$ cat src/rtl/dtpc_pkg.sv
`timescale 1ns / 1ps

package dtpc_pkg;

	// Field widths
	localparam int COEF_W      = 32;
	localparam int DEPTH_W     = 16;
	localparam int SCALE_W     = 24;
	localparam int DQ_W        = DEPTH_W + SCALE_W;	// depth in mm, Q.16
	localparam int DQ_HALF     = DQ_W / 2;
	localparam int ROW_LEN_W   = 13;
	localparam int POINT_W     = 32;
	localparam int CFG_IDX_W   = 4;
	localparam int CFG_DATA_W  = 32;
	localparam int MAX_DIM_DEF = 4096;

	// Q.44 product down to Q.8
	localparam int ROUND_SHIFT = 36;
	// Q.16 depth down to Q.8
	localparam int Z_DROP      = 8;
	localparam int Z_HALF      = 128;

	// Microprogram
	localparam int STEP_W = 3;

	typedef enum logic [2:0] {
		OP_NOP,
		OP_RAY_COL,	// ray = coef_col * col + coef_off
		OP_RAY_ROW,	// ray += coef_row * row
		OP_MAG,		// split sign and magnitude, preload rounding half
		OP_PP_LL,
		OP_PP_LH,
		OP_PP_HL,
		OP_PP_HH
	} lane_op_t;

	typedef struct packed {
		lane_op_t op;
		logic     wait_out;	// hold this step until the result register is free
		logic     done;		// last step: jump to step 0 on a new word, else idle
	} ucode_t;

	typedef struct packed {
		lane_op_t op;
		logic     out_load;
	} seq_ctl_t;

	function automatic ucode_t ucode_rom(input logic [STEP_W-1:0] step);
		ucode_t w;
		w = '{op: OP_NOP, wait_out: 1'b0, done: 1'b0};
		unique case (step)
			3'd0: w.op = OP_RAY_COL;
			3'd1: w.op = OP_RAY_ROW;
			3'd2: w.op = OP_MAG;
			3'd3: w.op = OP_PP_LL;
			3'd4: w.op = OP_PP_LH;
			3'd5: w.op = OP_PP_HL;
			3'd6: w.op = OP_PP_HH;
			3'd7: begin
				w.wait_out = 1'b1;
				w.done     = 1'b1;
			end
			default: w.op = OP_NOP;
		endcase
		return w;
	endfunction

endpackage

$ cat src/rtl/dtpc_seq.sv
`timescale 1ns / 1ps

module dtpc_seq import dtpc_pkg::*; (
	input  logic     clk,
	input  logic     arst_n,
	input  logic     start,		// word accepted this cycle
	input  logic     out_free,	// result register can take a new value
	output logic     take_ok,	// sequencer can start a word this cycle
	output seq_ctl_t ctl
);

	typedef enum logic {ST_IDLE, ST_RUN} state_t;

	state_t              state_q;
	logic [STEP_W-1:0]   pc_q;
	ucode_t              cw;
	logic                go;

	assign cw      = ucode_rom(pc_q);
	assign go      = !cw.wait_out || out_free;
	assign take_ok = (state_q == ST_IDLE) || (cw.done && go);

	always_comb begin
		ctl.op       = OP_NOP;
		ctl.out_load = 1'b0;
		if (state_q == ST_RUN && go) begin
			ctl.op       = cw.op;
			ctl.out_load = cw.done;
		end
	end

	always_ff @(posedge clk or negedge arst_n) begin
		if (!arst_n) begin
			state_q <= ST_IDLE;
			pc_q    <= '0;
		end else begin
			unique case (state_q)
				ST_IDLE: begin
					if (start) begin
						state_q <= ST_RUN;
						pc_q    <= '0;
					end
				end
				ST_RUN: begin
					if (go) begin
						if (cw.done) begin
							pc_q <= '0;
							if (!start)
								state_q <= ST_IDLE;
						end else begin
							pc_q <= pc_q + 1'b1;
						end
					end
				end
				default: state_q <= ST_IDLE;
			endcase
		end
	end

endmodule

$ cat config.mk
export PLATFORM = sky130hd
export DESIGN_NAME = dtpc_seq
export DESIGN_NICKNAME = d
export VERILOG_FILES = /design/src/rtl/dtpc_pkg.sv /design/src/rtl/dtpc_seq.sv
export SDC_FILE = /design/constraint.sdc
export NUM_CORES = 1
export LEC_CHECK = 0
export ABC_AREA = 1
export CAP_MARGIN = 30
export CORE_AREA = 2 2 39 41
export DETAILED_ROUTE_END_ITERATION = 6
export DIE_AREA = 0 0 41 43
export DONT_BUFFER_PORTS = 1
export GPL_TIMING_DRIVEN = 0
export HOLD_SLACK_MARGIN = 0.12
export PLACE_DENSITY_LB_ADDON = 0.15
export RECOVER_POWER = 50
export SLEW_MARGIN = 20
export SYNTH_ARGS = -nofsm -noshare
export SYNTH_HDL_FRONTEND = slang
export SYNTH_SLANG_ARGS = --single-unit
$ cat constraint.sdc
create_clock -name clk -period 1.35 [get_ports clk]
set_input_delay 0.0675 -clock clk [delete_from_list [all_inputs] [get_ports clk]]
set_output_delay 0.0675 -clock clk [all_outputs]
set_load 0.1 [all_outputs]
==> flow_summary_export.csv <==
group,metric,value,unit
sta,fmax,573,MHz
grt,globalRouteTotalUtil,10.1,%
yosys,synth_area_leaders,"dfrtp_1, ha_1, nand2_1",
yosys,yosys-top-cells-count,"nand2_1, inv_1, nor2_1, ha_1, nand3_1",
cts,clk_latency,0.23,ns
cells_and_area,drive_gt1_share,36.4,%
floorplan,die-area,1760,um^2
worst_hold_path,hold_path_class,"input port to register",
worst_setup_path,worst_setup_path_end_kind,"output pin",
sta,setup_ws,-0.395,ns
yosys,synth_top_area_share,31.4,%
cells_and_area,nNetsFinal,67,
cells_and_area,diodes,0,
floorplan,die_w,41,um
grt,grtUsageMet1,11.8,%
outcome,status,"finished with violations",
worst_setup_path,crit_arrival,1.68,ns
worst_setup_path,cpMostUsedCell,"ha_4",
routing,first_pass_iters,4,
grt,antenna_found_initial,0,
cts,clkTransAtPathRegs,0.04,ns
cells_and_area,area_growth,60.8,%
floorplan,coreArea,1380,um^2
place,portBuffers,0,
sta,fin_setup_tns,-1.87,ns
grt,grt_pass1_wl,1150,um
yosys,synth-main-ff-cell,"dfrtp_1",
grt,grt.overflow.total,0,
routing,ant_nets,0,
floorplan,ioPinCount,9,
sta,relSlewSlack,59.2,%
outcome,violations,"setup timing",
yosys,ys_ff_latch,4,
worst_setup_path,cpPeakStageDelay,0.51,ns
sta,tightest_slew,0.610,ns
floorplan,rows,14,
cts,cts_tree,"done",
sta,period_share,129,%
worst_setup_path,worstPathMaxFanout,6,
worst_setup_path,worstPathCellList,"ha_4, ha_4, nand2_4, nand2_8, nor2_4",
sta,fin_crit,1.74,ns
worst_setup_path,cp_top_family,"simple AND/OR/NAND/NOR gates",
routing,routedWlPerCell,8.70,um
cells_and_area,design_area,513,um^2
grt,grt_pass1_vias,294,
yosys,synthesis.instances,45,
place,postPlaceCellArea,402,um^2
place,hpwl,486,um
yosys,netlist_area,319,um^2
worst_setup_path,critPathLaunch,"pc_q[0]",
routing,vias_per_cell,4.13,
yosys,async_flop_share,100,%
yosys,synth-edff-count,0,
yosys,synth_seq_area_share,31.4,%
sta,setup_viol,6,
sta,rsz0062_at_grt,"yes",
cts,root_buffer,"clkbuf_4",
floorplan,initial_utilization,23.1,%
cts,htreeDepth,1,
worst_hold_path,worstHoldStart,"out_free",
routing,first_iter_violations,1,
worst_setup_path,cp.required,1.28,ns
cts,clockBufferDepth,2,
sta,slew_viol_final,0,
cts,cts_buffers,3,
routing,finalWirelength,618,um
worst_setup_path,crit_buf_inv,0,
worst_setup_path,cp-start-kind,"register",
routing,drc,0,
place,gp_congestion,0.714,
worst_setup_path,r2r-start,"pc_q[0]",
grt,grt_busiest_layer,"met2",
grt,grt_max_degree,7,
grt,use_met3,3.14,%
sta,hold_violations,0,
job,drv_cap,0,
yosys,synth_cell_types,8,
yosys,avgSynthCellArea,7.09,um^2
floorplan,die_h,43,um
routing,vias,293,
sta,fin_skew,0.000276,ns
yosys,syn_nets,55,
worst_setup_path,crit_slowest_cell,"nor2_4",
cts,numClockSinks,4,
yosys,yosysWarnings,0,
yosys,synth.most_common_cell,"nand2_1",
worst_setup_path,worstSetupPathType,"register to output pin",
grt,grtUsageMet2,14.4,%
yosys,synth_top_area_cell,"dfrtp_1",
-- sequential cells by signal, indices dropped and copies added, names as in the netlist --
signal,flops
state_q,1
pc_q,3
-- final timing paths --
kind / end / slack, ns / cells past startpoint
setup / recovery: ctl[2] / -0.39 / 5
hold / removal: pc_q[2] / 0.16 / 4
setup reg to reg: state_q / -0.19 / 6
hold reg to reg: pc_q[0] / 0.57 / 2
max in group asynchronous: pc_q[0] / 0.54 / 2
min in group asynchronous: pc_q[2] / 0.63 / 2
-- cell families after synthesis --
| group | Yosys count | share of synthesized area [%] |
|---|---|---|
| DFF | 4 | 31.4 |
| buffers and inverters | 8 | 9.41 |
| adders and majority gates | 6 | 23.5 |
| and+or+nand+nor | 27 | 35.7 |
-- placed cells by master, fill, tap and decap left out, drive strengths merged --
cell | synthesis | final
buf | 0 | 4
clkbuf | 0 | 3
dfrtp | 4 | 4
dlygate4sd3 | 0 | 3
ha | 6 | 6
inv | 8 | 8
nand2 | 14 | 14
nand3 | 5 | 5
nand3b | 1 | 1
nor2 | 7 | 7
-- cell type report --
type,instances,area (um^2)
fill,162,871
multi-input combinational,33,278
sequential,4,103
timing repair buffer,7,60.1
inverter,8,30.0
clock buffer,3,22.5
tap,16,20.0
-- metrics by stage --
step / utilization, % / setup WS [ns] / instances / hold slack [ns]
global route: 37.1 / -0.461 / 71 / 0.202
floorplan: - / -0.131 / 45 / -0.228
finish: 37.1 / -0.395 / 71 / 0.156
global placement: 29.0 / -0.210 / 61 / -0.228
detailed placement: 29.0 / -0.218 / 61 / -0.228
CTS: 36.3 / -0.405 / 70 / 0.150
-- per-layer routing --
metal | vias to the layer above | part of all wire, % | routed length [um]
li1 | 156 | - | -
met4 | 0 | 0 | 0
met2 | 5 | 52 | 322
met5 | - | 0 | 0
met3 | 0 | 3.1 | 19
met1 | 132 | 45 | 276
-- worst reg2reg max path: cells and delay by family (launching register included) --
family	cells	cell delay, ns
AND/OR/NAND/NOR	3	0.55
adder cells (fa/ha/maj)	2	0.34
flip-flops	1	0.43
buffers and inverters	1	0.14
-- repair_timing --
action,in CTS,in global routing
endpoints found under the setup margin,6,6
pin swaps,2,3
gates resized for setup,4,2
hold buffers,3,0
endpoints found under the hold margin,8,0
buffers inserted,3,1
Power is not shown: default switching activity piles up to over one toggle a cycle in this logic, so the estimate is an artifact.
