### src/rtl/dtpc_pkg.sv
`timescale 1ns / 1ps

package dtpc_pkg;

	// Field widths
	localparam int COEF_W      = 32;
	localparam int DEPTH_W     = 16;
	localparam int SCALE_W     = 24;
	localparam int DQ_W        = DEPTH_W + SCALE_W;	// depth in mm, Q.16
	localparam int DQ_HALF     = DQ_W / 2;
	localparam int ROW_LEN_W   = 13;
	localparam int POINT_W     = 32;
	localparam int CFG_IDX_W   = 4;
	localparam int CFG_DATA_W  = 32;
	localparam int MAX_DIM_DEF = 4096;

	// Q.44 product down to Q.8
	localparam int ROUND_SHIFT = 36;
	// Q.16 depth down to Q.8
	localparam int Z_DROP      = 8;
	localparam int Z_HALF      = 128;

	// Microprogram
	localparam int STEP_W = 3;

	typedef enum logic [2:0] {
		OP_NOP,
		OP_RAY_COL,	// ray = coef_col * col + coef_off
		OP_RAY_ROW,	// ray += coef_row * row
		OP_MAG,		// split sign and magnitude, preload rounding half
		OP_PP_LL,
		OP_PP_LH,
		OP_PP_HL,
		OP_PP_HH
	} lane_op_t;

	typedef struct packed {
		lane_op_t op;
		logic     wait_out;	// hold this step until the result register is free
		logic     done;		// last step: jump to step 0 on a new word, else idle
	} ucode_t;

	typedef struct packed {
		lane_op_t op;
		logic     out_load;
	} seq_ctl_t;

	function automatic ucode_t ucode_rom(input logic [STEP_W-1:0] step);
		ucode_t w;
		w = '{op: OP_NOP, wait_out: 1'b0, done: 1'b0};
		unique case (step)
			3'd0: w.op = OP_RAY_COL;
			3'd1: w.op = OP_RAY_ROW;
			3'd2: w.op = OP_MAG;
			3'd3: w.op = OP_PP_LL;
			3'd4: w.op = OP_PP_LH;
			3'd5: w.op = OP_PP_HL;
			3'd6: w.op = OP_PP_HH;
			3'd7: begin
				w.wait_out = 1'b1;
				w.done     = 1'b1;
			end
			default: w.op = OP_NOP;
		endcase
		return w;
	endfunction

endpackage

### src/rtl/dtpc_lane.sv
`timescale 1ns / 1ps

module dtpc_lane import dtpc_pkg::*; #(
	parameter int CW = 12
) (
	input  logic                      clk,
	input  lane_op_t                  op,
	input  logic signed [COEF_W-1:0]  coef_col,
	input  logic signed [COEF_W-1:0]  coef_row,
	input  logic signed [COEF_W-1:0]  coef_off,
	input  logic [CW-1:0]             col,
	input  logic [CW-1:0]             row,
	input  logic [DQ_W-1:0]           dq,
	output logic signed [POINT_W-1:0] point
);

	localparam int RW  = COEF_W + CW + 2;			// ray term, Q.28
	localparam int MH  = (RW + 1) / 2;			// low half of magnitude
	localparam int AW  = COEF_W + 1;
	localparam int BW  = ((CW > DQ_HALF) ? CW : DQ_HALF) + 1;
	localparam int PRW = AW + BW;
	localparam int PPW = MH + DQ_HALF;			// partial product width
	localparam int PW  = RW + DQ_W + 1;			// full product plus round

	logic signed [AW-1:0]  a_op;
	logic signed [BW-1:0]  b_op;
	logic signed [PRW-1:0] prod;
	logic [PW-1:0]         pp_ext;
	logic [PW-1:0]         pp_add;

	logic [RW-1:0] ray_q;
	logic [RW-1:0] mag_q;
	logic          neg_q;
	logic [PW-1:0] pp_q;

	logic                       over;
	logic [POINT_W-2:0]         r_lo;

	always_comb begin
		a_op = '0;
		b_op = '0;
		case (op)
			OP_RAY_COL: begin
				a_op = {coef_col[COEF_W-1], coef_col};
				b_op = {{(BW-CW){1'b0}}, col};
			end
			OP_RAY_ROW: begin
				a_op = {coef_row[COEF_W-1], coef_row};
				b_op = {{(BW-CW){1'b0}}, row};
			end
			OP_PP_LL: begin
				a_op = {{(AW-MH){1'b0}}, mag_q[MH-1:0]};
				b_op = {{(BW-DQ_HALF){1'b0}}, dq[DQ_HALF-1:0]};
			end
			OP_PP_LH: begin
				a_op = {{(AW-MH){1'b0}}, mag_q[MH-1:0]};
				b_op = {{(BW-(DQ_W-DQ_HALF)){1'b0}}, dq[DQ_W-1:DQ_HALF]};
			end
			OP_PP_HL: begin
				a_op = {{(AW-(RW-MH)){1'b0}}, mag_q[RW-1:MH]};
				b_op = {{(BW-DQ_HALF){1'b0}}, dq[DQ_HALF-1:0]};
			end
			OP_PP_HH: begin
				a_op = {{(AW-(RW-MH)){1'b0}}, mag_q[RW-1:MH]};
				b_op = {{(BW-(DQ_W-DQ_HALF)){1'b0}}, dq[DQ_W-1:DQ_HALF]};
			end
			default: begin
				a_op = '0;
				b_op = '0;
			end
		endcase
	end

	assign prod   = a_op * b_op;
	assign pp_ext = {{(PW-PPW){1'b0}}, prod[PPW-1:0]};

	always_comb begin
		case (op)
			OP_PP_LL: pp_add = pp_ext;
			OP_PP_LH: pp_add = pp_ext << DQ_HALF;
			OP_PP_HL: pp_add = pp_ext << MH;
			OP_PP_HH: pp_add = pp_ext << (MH + DQ_HALF);
			default:  pp_add = '0;
		endcase
	end

	always_ff @(posedge clk) begin
		case (op)
			OP_RAY_COL: ray_q <= prod[RW-1:0]
				+ {{(RW-COEF_W){coef_off[COEF_W-1]}}, coef_off};
			OP_RAY_ROW: ray_q <= ray_q + prod[RW-1:0];
			OP_MAG: begin
				neg_q <= ray_q[RW-1];
				mag_q <= ray_q[RW-1] ? (~ray_q + 1'b1) : ray_q;
				pp_q  <= {{(PW-1){1'b0}}, 1'b1} << (ROUND_SHIFT - 1);
			end
			OP_PP_LL, OP_PP_LH, OP_PP_HL, OP_PP_HH: pp_q <= pp_q + pp_add;
			default: ;
		endcase
	end

	// round away from zero already folded in; saturate to 32-bit signed
	assign over = |pp_q[PW-1:ROUND_SHIFT+POINT_W-1];
	assign r_lo = pp_q[ROUND_SHIFT+POINT_W-2:ROUND_SHIFT];

	always_comb begin
		if (neg_q)
			point = over ? {1'b1, {(POINT_W-1){1'b0}}} : (~{1'b0, r_lo} + 1'b1);
		else
			point = over ? {1'b0, {(POINT_W-1){1'b1}}} : {1'b0, r_lo};
	end

endmodule

### config.mk
export PLATFORM = sky130hd
export DESIGN_NAME = dtpc_lane
export DESIGN_NICKNAME = d
export VERILOG_FILES = /design/src/rtl/dtpc_pkg.sv /design/src/rtl/dtpc_lane.sv
export SDC_FILE = /design/constraint.sdc
export NUM_CORES = 2
export LEC_CHECK = 0
export ABC_AREA = 1
export BUFFER_PORTS_ARGS = -buffer_cell sky130_fd_sc_hd__buf_2
export CAP_MARGIN = 40
export CORE_MARGIN = 4
export CORE_UTILIZATION = 40
export CTS_CLUSTER_SIZE = 20
export DETAILED_ROUTE_END_ITERATION = 10
export SLEW_MARGIN = 30
export SYNTH_ARGS = -nofsm -noshare
export SYNTH_HDL_FRONTEND = slang
export SYNTH_SLANG_ARGS = --single-unit
### constraint.sdc
create_clock -name clk -period 15.2 [get_ports clk]
set_input_delay 4.56 -clock clk [delete_from_list [all_inputs] [get_ports clk]]
set_output_delay 4.56 -clock clk [all_outputs]
set_load 0.01 [all_outputs]
==> results.toml <==
[status]
status = "complete, no violations"

[finish]
post-route-util_pct = 44.1
syn_to_final_growth_pct = 9.26
n_fill_cell = 11800
multi_input_area_um2 = 32400
seqCellArea_um2 = 5410
finish.net_count = 7919
final_layout_size_suffix_gt1_share_pct = 6.41

[timing]
finalMaxSlewViolations = 0
skew_ns = 0.0172
finalSetupViolCount = 0
finalHoldWorstSlack_ns = 0.456
relSlewSlack_pct = 44.3
finalCritPeriodShare_pct = 96.7
tightestPinTransition_ns = 0.835
tns_ns = 0
finalCriticalPeriod_ns = 14.69
fmax_ghz = 0.0681
rsz0062_at_grt = "no"
final_hold_viol_count = 0

[global_routing]
grt_start_max_net_pins = 76
grt_pass1_wl_um = 269000
grt_pass1_vias = 43000
gr-total-overflow = 0
grt_usage_pct = 31.0
grt_antenna_before_repair = 1

[floorplanning]
ios = 196
row_count = 121
core_um2 = 109000
fp.dieW_um = 340
die_area_um2 = 116000
fp.dieH_um = 340
start_util_pct = 40.4

[worst_setup_path]
slowest_stage = "fa_1"
crit_required_ns = 15.46
max_stage_delay_ns = 0.55
end_kind = "flop"
r2r_cells = 43
critPathMostFrequentCell = "nand2_1"
cp-start-kind = "input pin"
worstSetupPathType = "input pin to flop"
crit_fanout = 35
arrival_ns = 14.95

[synth]
avgSynthCellArea_um2 = 6.63
ys_types = 53
synthesis.area_um2 = 44200
ys.warnings.count = 0
ys_seq_area_share_pct = 12.2
syn_inst = 6666
synth-seq-cells = 180

[hold_path]
hp-class = "flop to flop"
min_path_cells = 0

[placement]
port_buffers = 195
dp_hpwl_um = 157000
routabilityCongestion = 1.05

[cts]
clock_latency_ns = 0.49
cts_max_path_buffers = 2
ctsResizeCount = 0
ctsHoldBuffers = 0
path_clk_slew_ns = 0.09
cts_sinks = 180
htree_levels = 4
cts_buffers = 17
cts_tree = "yes"
root_buffer = "clkbuf_16"
post_cts.repair.setup_buffers = 0

[drt]
firstDrtPassIters = 6
dr.first_iter.drc_count = 4170
drc = 0
antenna_left = 0
wire_per_inst_um = 21.5
vias_per_cell = 5.15
drt-total-wl_um = 181000
vias = 43400

[run]
drv_cap = 0
sequential cells by signal, indices dropped and copies added (netlist names):
register	flops
neg_q	1
pp_q	87
ray_q	46
mag_q	46
synth_stat cells (all sizes together):
master	count	area, um2
a21boi	6	45.0
a21o	8	60.1
a21oi	221	1110
a22o	57	508
a22oi	3	22.5
a31oi	6	37.5
a41oi	1	8.76
and2	9	56.3
and3	5	31.3
buf	85	493
clkbuf	55	206
clkinv	1	3.75
conb	2	7.51
edfxtp	180	5410
fa	573	11500
ha	253	3170
inv	1571	5900
nand2	1962	7380
nand2b	1	6.26
nand3	260	1300
nand3b	10	75.1
nand4	53	365
nor2	886	3490
nor3	49	255
nor3b	1	7.51
nor4	11	68.8
o211a	1	10.0
o211ai	16	120
o21a	19	143
o21ai	174	871
o21bai	23	173
o22ai	8	50.1
o31ai	19	143
o41ai	3	26.3
or2	9	56.3
xnor2	29	254
xor2	96	841
cell type report:
class	instances	share of cell area [%]
well taps	1476	3.83
diodes	2	0.0104
repair buffers	334	4.30
flip-flops and latches	180	11.2
multi-input cells	4824	67.1
inverters	1572	12.2
clock buffers	17	0.882
clock inverters	15	0.433
worst max-delay path, delay by kind of cell:
family	cells	cell delay [ns]
buf+inv	15	2.18
simple gates	23	3.17
fa+ha+maj	9	4.31
compound gates	2	0.65
cell usage in the layout (no fill, tap or decap), types with 19 or more instances in the layout:
cell,count
nand3_1,259
edfxtp_1,180
buf_2,195
nand2_1,1955
inv_2,23
a22o_1,56
xnor2_1,29
a21oi_1,221
nor3_1,47
fa_1,573
xor2_1,96
o31ai_1,19
ha_1,253
o21bai_1,23
inv_1,1545
o21ai_0,170
nand4_1,49
nor2_1,858
o21a_1,19
conb_1,52
buf_4,132
logic make-up (layout without fill, tap and decap cells):
group | count (synthesis) | after routing | synth area share, %
AND/OR/NAND/NOR | 3256 | 3256 | 29.6
buffers and inverters | 1712 | 1938 | 15.0
adder cells (fa/ha/maj) | 826 | 826 | 33.1
AO/OA/AOI/OAI | 565 | 565 | 7.52
flip-flops | 180 | 180 | 12.2
XOR/XNOR | 125 | 125 | 2.48
other | 2 | 54 | 0.0170
per-stage QoR:
step                setup slack [ns]  std cells  area (um2)
global placement               0.171       8379       47500
floorplan                       2.68       6716       44400
CTS                            0.621       8413       48200
global route                  0.0588       8418       48300
finish                         0.506       8420       48300
detailed placement             0.157       8381       47500
final timing paths:
path | startpoint | endpoint | slack [ns]
hold reg to reg | ray_q[0] | mag_q[0] | 0.46
setup reg to reg | mag_q[33] | pp_q[51] | 5.25
hold / removal | ray_q[0] | mag_q[0] | 0.46
setup / recovery | op[1] | pp_q[51] | 0.51
per-layer routing:
layer | global-route usage (%) | vias up | wire, um
li1 | - | 20500 | -
met1 | 40.3 | 20800 | 74000
met2 | 51.8 | 1798 | 84300
met3 | 4.71 | 325 | 13800
met4 | 12.4 | 0 | 8500
met5 | 0 | - | 0
Power is not shown: default switching activity piles up to over one toggle a cycle in this logic, so the estimate is an artifact.
